## src/ffea_pkg.sv

```systemverilog
// Package for the first-fit extent allocator.
// Holds request codes, register indexes, sequencer states and fixed constants.
// No dependencies.
package ffea_pkg;

  localparam int unsigned DATA_W   = 64;
  localparam int unsigned SLOT_W   = 7;
  localparam int unsigned FUNC_W   = 2;
  localparam int unsigned CFG_IW   = 2;

  localparam logic [DATA_W-1:0] DATA_BASE  = 64'd4096;
  localparam int unsigned       SLOT_SHIFT = 9;
  localparam logic [DATA_W-1:0] ALIGN_MASK = 64'd63;

  typedef enum logic [FUNC_W-1:0] {
    FUNC_CLEAR = 2'd0,
    FUNC_LOAD  = 2'd1,
    FUNC_QUERY = 2'd2,
    FUNC_NONE  = 2'd3
  } func_t;

  typedef enum logic [CFG_IW-1:0] {
    REG_SLOT_COUNT  = 2'd0,
    REG_REGION_SIZE = 2'd1,
    REG_SPARE2      = 2'd2,
    REG_SPARE3      = 2'd3
  } cfg_reg_t;

  typedef enum logic [3:0] {
    S_IDLE,
    S_INS_END,
    S_INS_RD,
    S_INS_CMP,
    S_INS_PUT,
    S_Q_RD,
    S_Q_GAP,
    S_Q_FIT,
    S_Q_END,
    S_Q_RND,
    S_FIN_A,
    S_FIN_B,
    S_OUT
  } state_t;

  typedef struct packed {
    logic [DATA_W-1:0] a;
    logic [DATA_W-1:0] b;
    logic              sub;
  } alu_req_t;

  typedef struct packed {
    logic [DATA_W-1:0] sum;
    logic              carry;
  } alu_res_t;

  typedef struct packed {
    logic [DATA_W-1:0] start;
    logic [DATA_W-1:0] fin;
  } extent_t;

endpackage

```

## src/ffea_alu.sv

```systemverilog
// Shared 64-bit add/subtract unit with carry out (carry set on subtract means a >= b).
// Depends on ffea_pkg.
module ffea_alu (
  input  ffea_pkg::alu_req_t req,
  output ffea_pkg::alu_res_t res
);

  logic [ffea_pkg::DATA_W-1:0] b_op;
  logic [ffea_pkg::DATA_W:0]   total;

  assign b_op  = req.sub ? ~req.b : req.b;
  assign total = {1'b0, req.a} + {1'b0, b_op} + {{ffea_pkg::DATA_W{1'b0}}, req.sub};

  assign res.sum   = total[ffea_pkg::DATA_W-1:0];
  assign res.carry = total[ffea_pkg::DATA_W];

endmodule

```

## config.mk

```make
export PLATFORM = sky130hd
export DESIGN_NAME = ffea_alu
export DESIGN_NICKNAME = d
export VERILOG_FILES = /design/src/ffea_pkg.sv /design/src/ffea_alu.sv
export SDC_FILE = /design/constraint.sdc
export NUM_CORES = 1
export LEC_CHECK = 0
export ABC_AREA = 0
export BUFFER_PORTS_ARGS = -buffer_cell sky130_fd_sc_hd__buf_2
export CAP_MARGIN = 20
export CORE_MARGIN = 2
export CORE_UTILIZATION = 40
export DETAILED_ROUTE_END_ITERATION = 10
export PLACE_DENSITY = 0.69
export SYNTH_ARGS = -nofsm -noshare
export SYNTH_HDL_FRONTEND = slang
export SYNTH_SLANG_ARGS = --single-unit
```

## constraint.sdc

```tcl
create_clock -name vclk -period 4.37
set_clock_uncertainty 0.05 [all_clocks]
set_input_delay 0.2185 -clock vclk [all_inputs]
set_output_delay 0.2185 -clock vclk [all_outputs]
set_load 0.02 [all_outputs]
```

==> results.md, run 1 <==
* Finished Cell Area at about 0.0056 mm^2
* RSZ-0062 raised after global routing: false
* Slew Limit Headroom at a little over half
* Run status: finished, final reports clean
* Ys Warns at 0
* Largest net degree at the start of global routing at 27
* Routed via count at about 5200
* Drt total wl at ~14000 um
* Reg area at 0 um^2
* Rows at 38
* Post-DP HPWL at between 10000 and 15000 um
* Critical Path RT at approximately 4.1 ns
* Arrival time worst endpoint at between 3 and 4 ns
* Commonest non-fill, non-tap cell in the layout: buf_2
* I/O Buffers at 194
* Max-Cap Viols at 0
* Min Tclk post-route at a little under 4 ns
* Fraction of layout cells with a size suffix above 1 at approximately 28%
* Fin. max-slew vios at 0
* Worst-Margin Slew at ~0.67 ns
* DRT antenna net count at 0
* Core box area at ~0.011 mm^2
* Fin Setup TNS at 0 ns
* Cells after DPL at 953
* Mapped Nets at approximately 840
* Non-filler instance count after layout at around 950
* P&R area growth vs syn at 23.2%
* Pwr Density at roughly 270 mW/mm^2
* Gr usage total at 21.2%
* Sequential cell area fraction in the yosys report at 0%
* GPL Wtd Cong at 0.936
* First-pass GRT wire length at about 23000 um
* Post-DP Area at ~0.0056 mm^2
* CP Launch Type: input pin
* Min Hold Slack at ~0.72 ns
* Number of diodes at 0
* Die Ht at 111 um
* Post-CTS resize count at 0
* Setup ws final at 0.396 ns
* Netlist Area Pre-Place at approximately 0.0046 mm^2
* Layout clock buffers at 0
* Finish-stage setup viols at 0
* FFs & Latches at 0
* Vias in the first global route at between 4000 and 5000
* Final Hold Vio Count at 0
* Router iterations before antenna repair at 4
* Horiz. Die Dim at roughly 110 um
* Drt initial violations at around 220
* GRT overflow at 0
* # fillers at between 1000 and 1500
* DP Worst Slack at about 0.36 ns
* CP Class: input pin to output pin
* Post-synthesis cell count at 636
* Leakage at 2.81 nW
* Syn Area/Cell at between 7 and 8 um^2
* Crit-path max FO at 26
* Count of cell types in the netlist at a little over 70
* Initial antenna violation count at 0
* Post-layout util at around half
* Fmax at 0.252 GHz
* Hold_buf cts at 0
* Final period utilization at between 90 and 100%
* Vias per cell at 5.48
* Layout net count at approximately 1000
* Peak supply drop at between 0.0001 and 0.00015 V
* Power Total at between 1.5 and 2 mW
* Area of the multi-input gates at 0.00433 mm^2
* Die ar. at 0.0123 mm^2
* Residual DRC count at 0
* Initial cell density of the core at between 40% and 50%
* Critical path capture point type: output pin
* Hold Crit Class: input pin to output pin
* Wire length per cell at between 10 and 15 um
* Post-CTS setup buffers at 0
* Most frequent cells in the layout: buf_2, xor2_1, a21oi_1
* # IOs at between 150 and 200
layer usage:
layer	global-route usage (%)	wire length [um]
met5	0	0
met4	1.58	93
met3	0.929	641
met2	37.1	6570
met1	30.1	6650
synth_stat cells, types with 6 or more instances:
master	n	area share, %
xnor2_1	37	7.1
buf_1	6	0.49
nand2_1	61	5.0
nor2_1	37	3.0
and2_1	7	0.96
ha_1	69	19
a31oi_1	7	0.96
nor3_1	6	0.66
nand3_1	10	1.1
clkbuf_1	8	0.66
o21bai_1	11	1.8
nand4_1	14	1.9
a21oi_1	82	9.0
o21ai_0	34	3.7
a21o_1	32	5.3
inv_1	20	1.6
xor2_1	86	17
worst paths after layout:
| kind | depth (start not counted) | to | startpoint | slack (ns) |
|---|---|---|---|---|
| setup / recovery | 14 | res[54] | req[0] | 0.40 |
| hold / removal | 3 | res[1] | req[65] | 0.72 |
where the power goes:
group / leakage, nW / internal [mW] / switching (mW)
clock network: 0 / 0 / 0
registers: 0 / 0 / 0
logic: 2.81 / 0.581 / 0.942
layout make-up:
| class | count | area share [%] |
|---|---|---|
| multi-input cells | 592 | 77.3 |
| repair buffers | 201 | 18.3 |
| inverters | 20 | 1.34 |
| well taps | 140 | 3.12 |
kinds of logic (layout without fill, tap and decap cells):
| group | Yosys count | in the layout | share of synthesized area (%) |
|---|---|---|---|
| adder cells (fa/ha/maj) | 70 | 70 | 19.4 |
| buffers and inverters | 44 | 221 | 4.84 |
| AND/OR/NAND/NOR | 169 | 169 | 18.2 |
| XOR/XNOR | 123 | 123 | 23.7 |
| AO/OA/AOI/OAI | 228 | 228 | 33.5 |
| multiplexers | 2 | 2 | 0.440 |
critical path: stages:
cell and delay [ns]:
buf_4 0.35, buf_4 0.30, xor2_1 0.10, ha_1 0.37
a21oi_1 0.13, a21boi_0 0.19, o21ai_0 0.12, a2111oi_0 0.67
o311ai_1 0.15, a31oi_1 0.40, a31o_2 0.27, o21ai_0 0.11
xnor2_1 0.14, buf_2 0.18
Note: power is estimated with default switching activity, not from simulation.
==> inputs of run 2 (changes only) <==
--- a/config.mk
+++ b/config.mk
@@ -12,6 +12,7 @@
 export CORE_UTILIZATION = 40
 export DETAILED_ROUTE_END_ITERATION = 10
 export PLACE_DENSITY = 0.69
+export SETUP_SLACK_MARGIN = 0.5
 export SYNTH_ARGS = -nofsm -noshare
 export SYNTH_HDL_FRONTEND = slang
 export SYNTH_SLANG_ARGS = --single-unit
==> results.md, run 2 (same netlist as run 1, synthesis figures left out) <==
* Finish-stage setup viols at 0 (unchanged)
* Post-layout util at 51.5% (+0.47 points)
* Routed via count at 5246 (+0.54%)
* DRT antenna net count at 0 (unchanged)
* Horiz. Die Dim at 111 um (unchanged)
* GPL Wtd Cong at 0.936 (unchanged)
* Peak supply drop at 0.000150 V (+0.39%)
* Leakage at 2.83 nW (+0.48%)
* Critical path capture point type: output pin
* CP most frequent cell: a21oi_1
* Max-Cap Viols at 0 (unchanged)
* Arrival time worst endpoint at 3.34 ns (-0.37 ns)
* Drt initial violations at 270 (+26%)
* Clk network pwr share at 0% (unchanged)
* CP Launch Type: input pin
* Gr usage total at 21.2% (unchanged)
* Number of diodes at 0 (unchanged)
* Layout net count at 1015 (+0.099%)
* Most frequent cells in the layout: buf_2, xor2_1, a21oi_1
* Router iterations before antenna repair at 5 (+1)
* Area of the multi-input gates at 0.00436 mm^2 (+0.63%)
* FFs & Latches at 0 (unchanged)
* Die ar. at 0.0123 mm^2 (unchanged)
* Largest net degree at the start of global routing at 27 (unchanged)
* P&R area growth vs syn at 24.3%
* Switching power at 947 uW (+0.58%)
* Core box area at 0.0110 mm^2 (unchanged)
* Fin Setup TNS at 0 ns (unchanged)
* Die Ht at 111 um (unchanged)
* Layout clock buffers at 0 (unchanged)
* Critical Path RT at 4.10 ns (about the same)
* Worst-Margin Slew at 0.555 ns (-0.112 ns)
* Hold Crit Class: input pin to output pin
* Commonest non-fill, non-tap cell in the layout: buf_2
* Final Hold Vio Count at 0 (unchanged)
* RSZ-0062 raised after global routing: false
* Vias per cell at 5.50 (+0.43%)
* Fraction of layout cells with a size suffix above 1 at 28.6% (+0.70 points)
* Crit-path max FO at 26 (unchanged)
* Fmax at 0.277 GHz (+10%)
* Slowest stage delay, CP at 0.48 ns (-0.19 ns)
* First-pass GRT wire length at 22700 um (unchanged)
* Slew Limit Headroom at 63.0% (+8.6 points)
* I/O Buffers at 194 (unchanged)
* Wire length per cell at 14.7 um (+0.51%)
* CP delay by family, top: compound AO/OA/AOI/OAI gates
* Residual DRC count at 0 (unchanged)
* Post-DP HPWL at 12000 um (unchanged)
* Sw frac at 61.7% (-0.14 points)
* Fin. max-slew vios at 0 (unchanged)
* Sequential share of power at 0% (unchanged)
* Reg area at 0 um^2 (unchanged)
* Cells after DPL at 953 (unchanged)
* Final period utilization at 82.6% (-8.4 points)
* Worst-path cell chain: buf_12 > buf_4 > xor2_1 > ha_1 > a21oi_1 > o21ai_0 > o21a_1 > o31ai_2 > a311o_1 > a311oi_1 > or3b_2 > a21oi_1 > xnor2_1 > buf_2
* Initial antenna violation count at 0 (unchanged)
* Worst path bufs/invs at 3 (unchanged)
* Rows at 38 (unchanged)
* Drt total wl at 14000 um (+0.62%)
* Run status: finished, final reports clean
* Power Total at 1.54 mW (+0.81%)
* Non-filler instance count after layout at 954 (+0.10%)
* Min Tclk post-route at 3.61 ns (-0.366 ns)
* Initial cell density of the core at 41.5% (unchanged)
* CP Class: input pin to output pin
* Vias in the first global route at 4877 (unchanged)
* CP max-delay cell: or3b_2
* # fillers at 1137 (+0.088%)
* GRT overflow at 0 (unchanged)
* Comb power frac at 100.0% (about the same)
* Pwr Density at 271 mW/mm^2 (-0.10%)
* Pint at 588 uW (+1.2%)
* Min Hold Slack at 0.721 ns (+0.0000120 ns)
* # IOs at 194 (unchanged)
-- run 2: cell types whose count changed in the layout (fill, tap and decap cells not counted), sizes merged --
cell and delta:
buf +1
-- run 2: metrics by stage --
| step | instance area [um^2] | setup WS (ns) |
|---|---|---|
| after global routing | 5660 | 0.525 |
| after global placement | 5610 | 0.460 |
| after CTS | 5620 | 0.555 |
| final | 5660 | 0.762 |
| after detailed placement | 5610 | 0.362 |
| after floorplan | 4550 | 0.768 |
-- run 2: final timing paths --
check	from	endpoint	cells after the start
worst max-delay path	req[0]	res[47]	14
worst min-delay path	req[65]	res[1]	3
-- run 2: layout make-up --
class | count | share of cell area, %
inverters | 20 | 1.33
multi-input cells | 592 | 77.0
well taps | 140 | 3.09
repair buffers | 202 | 18.5
-- run 2: power by group through the flow --
stage          clock network, mW  logic, mW  registers [mW]
6_report                       0       1.54               0
3_3_place_gp                   0       1.51               0
2_1_floorplan                  0       1.09               0
4_1_cts                        0       1.52               0
5_1_grt                        0       1.67               0
3_5_place_dp                   0       1.51               0
-- run 2: routing by layer --
metal  GRT usage (%)  up-vias  share of wire [%]
li1                -     2696                  -
met2            37.1      162                 47
met1            30.1     2378                 48
met3           0.929       10                4.1
met4            1.58        0               0.75
met5               0        -                  0
-- run 2: timing repair --
item / CTS / global route
hold buffers: 0 / 0
gates resized for setup: 2 / 9
pin swaps: 0 / 3
endpoints found under the setup margin: 7 / 16
setup buffers: 0 / 1
-- run 2: tightest hold or removal path, stage by stage --
cell and delay, ns:
buf_2 0.10, xor2_1 0.08, buf_2 0.16
==> inputs of run 3 (changes only) <==
--- a/config.mk
+++ b/config.mk
@@ -5,13 +5,13 @@
 export SDC_FILE = /design/constraint.sdc
 export NUM_CORES = 1
 export LEC_CHECK = 0
-export ABC_AREA = 0
+export ABC_AREA = 1
 export BUFFER_PORTS_ARGS = -buffer_cell sky130_fd_sc_hd__buf_2
 export CAP_MARGIN = 20
 export CORE_MARGIN = 2
 export CORE_UTILIZATION = 40
 export DETAILED_ROUTE_END_ITERATION = 10
-export PLACE_DENSITY = 0.69
+export PLACE_DENSITY = 0.68
 export SETUP_SLACK_MARGIN = 0.5
 export SYNTH_ARGS = -nofsm -noshare
 export SYNTH_HDL_FRONTEND = slang
==> constraint.sdc (replaced) <==
create_clock -name vclk -period 3.3
set_clock_uncertainty 0.05 [all_clocks]
set_input_delay 0.165 -clock vclk [all_inputs]
set_output_delay 0.165 -clock vclk [all_outputs]
set_load 0.02 [all_outputs]
==> results.md, run 3 <==
* Most frequent cell after synthesis: nand2_1
* Yosys top cell by area: nand2_1
* Arrival time worst endpoint at 2.47 ns (-0.87 ns)
* CP Class: input pin to output pin
* Worst-path cell chain: buf_6 > buf_16 > xor2_1 > ha_1 > nand2_4 > nor2_4 > inv_2 > nor2_1 > and2_1 > nand2_1 > nand2_2 > xor2_1 > buf_2
* Post-synthesis cell count at 1188 (+87%)
* CP Launch Type: input pin
* Switching power at 1.51 mW (+60%)
* Initial cell density of the core at 41.3% (-0.21 points)
* Post-DP HPWL at 20200 um (+68%)
* Max layer used: met4
* Comb power frac at 100.0% (about the same)
* Met1 Wirelength at 10800 um (+59%)
* Initial antenna violation count at 1 (+1)
* Wire length per cell at 14.7 um (-0.27%)
* Horiz. Die Dim at 127 um (+15%)
* Run status: finished, final reports clean
* Max-Cap Viols at 0 (unchanged)
* Synth top cells by count: nand2_1, inv_1, nor2_1
* FFs & Latches at 0 (unchanged)
* Peak supply drop at 0.000146 V (-2.7%)
* P&R area growth vs syn at 22.9%
* Clk network pwr share at 0% (unchanged)
* Layout clock buffers at 0 (unchanged)
* Mapped Nets at 1387 (+66%)
* I/O Buffers at 194 (unchanged)
* Vias in the first global route at 7061 (+45%)
* GPL Wtd Cong at 0.992 (+6.0%)
* DRT antenna net count at 0 (unchanged)
* Final period utilization at ~81%
* Post-CTS setup buffers at 0 (unchanged)
* Count of cell types in the netlist at 31 (-56%)
* Sequential share of power at 0% (unchanged)
* Finish-stage setup viols at 0 (unchanged)
* Most frequent cells in the layout: nand2_1, inv_1, buf_2
* Gr usage total at 26.8% (+5.6 points)
* Yosys top cell area share at 27.7% (+8.8 points)
* CP most frequent cell: xor2_1
* Die Ht at 127 um (+15%)
* Fin Setup TNS at 0 ns (unchanged)
* Fin. max-slew vios at 0 (unchanged)
* Synth top area cells: nand2_1, ha_1, inv_1
* Drt total wl at 23000 um (+64%)
* Hold depth at 3 (unchanged)
* Crit-path max FO at 16 (-38%)
* Worst-Margin Slew at 0.388 ns (-0.167 ns)
* Sw frac at 66.7% (+5.0 points)
* Netlist Area Pre-Place at 0.00604 mm^2 (+33%)
* Residual DRC count at 0 (unchanged)
* # IOs at 194 (unchanged)
* Fraction of layout cells with a size suffix above 1 at 19.9% (-8.8 points)
* Met3 wire length at 1620 um (+180%)
* Slew Limit Headroom at 74.1% (+11 points)
* Critical path capture point type: output pin
* DP Worst Slack at 0.576 ns (+0.214 ns)
* Min Tclk post-route at 2.68 ns
* Commonest non-fill, non-tap cell in the layout: nand2_1
* Pint at 756 uW (+29%)
* Layout net count at 1581 (+56%)
* First-pass GRT wire length at 35100 um (+55%)
* Worst path bufs/invs at 4 (+1)
* Routed via count at 7743 (+48%)
* Slowest stage delay, CP at 0.46 ns (-0.02 ns)
* Leakage at 4.50 nW (+59%)
* RSZ-0062 raised after global routing: false
* CP delay by family, top: simple AND/OR/NAND/NOR gates
* Crit path depth at 13 (-1)
* GRT overflow at 0 (unchanged)
* Sequential cell area fraction in the yosys report at 0% (unchanged)
* Vias per cell at 4.95 (-10%)
* Final Hold Vio Count at 0 (unchanged)
* Core box area at 0.0146 mm^2 (+33%)
* Ys Warns at 0 (unchanged)
* Setup ws final at 0.617 ns (-0.145 ns)
* Hold Crit Class: input pin to output pin
* Fmax at 0.373 GHz
* Critical Path RT at 3.08 ns (-1.02 ns)
* Reg area at 0 um^2 (unchanged)
* # fillers at 1632 (+44%)
* CP max-delay cell: ha_1
* Pwr Density at 306 mW/mm^2 (+13%)
* Syn Area/Cell at 5.09 um^2 (-29%)
* Rows at 44 (+16%)
* Router iterations before antenna repair at 6 (+1)
* Largest net degree at the start of global routing at 32 (+19%)
* WL met2 at 10400 um (+57%)
* Die ar. at 0.0161 mm^2 (+31%)
* Drt initial violations at 588 (+120%)
run 3: changes by cell type after synthesis, sizes merged, moves of 8 or more:
cell	change
inv	+204
a31oi	-8
xnor2	-35
nand3	+38
nand4	-12
nand2	+401
clkbuf	-10
nor2	+79
a21o	-34
run 3: cells by family after synthesis:
group / Yosys count / share of synthesized area, %
simple gates: 652 / 44.5
buf+inv: 231 / 14.6
compound gates: 140 / 12.5
xor+xnor: 95 / 13.8
fa+ha+maj: 70 / 14.6
run 3: power groups by stage:
| stage | Combinational (mW) | Sequential (mW) | Clock [mW] |
|---|---|---|---|
| final | 2.27 | 0 | 0.0000000405 |
| after global routing | 2.49 | 0 | 0.0000000405 |
| after CTS | 2.20 | 0 | 0 |
| after detailed placement | 2.19 | 0 | 0 |
| after global placement | 2.19 | 0 | 0 |
| after floorplan | 1.49 | 0 | 0 |
run 3: per-layer routing:
metal	global-route usage [%]	vias up
met5	0	-
met4	2.71	0
met3	0.886	15
met2	45.0	268
met1	39.3	3430
li1	-	4030
run 3: area by class of cell:
class                      instances  area, um^2  area share [%]
multi-input combinational        957        5270            71.0
timing repair buffer             199        1080            14.6
inverter                         224         841            11.3
tap                              184         230            3.10
antenna                            1        2.50          0.0337
run 3: stage by stage:
stage	instance area, um^2	util [%]	hold slack [ns]	total power, mW	cells
floorplan	6040	-	0.404	1.49	1188
global placement	7250	49.5	0.578	2.19	1562
detailed placement	7250	49.5	0.582	2.19	1562
CTS	7250	49.5	0.582	2.20	1562
global route	7420	50.7	0.607	2.49	1565
finish	7420	50.7	0.579	2.27	1565
run 3: worst paths after layout:
| kind | start | to | slack, ns |
|---|---|---|---|
| setup / recovery | req[0] | res[32] | 0.62 |
| hold / removal | req[65] | res[1] | 0.58 |
run 3: what timing repair did:
item                       CTS  global route
resized for setup            0            38
hold buffers                 0             0
setup endpoints to repair    0            27
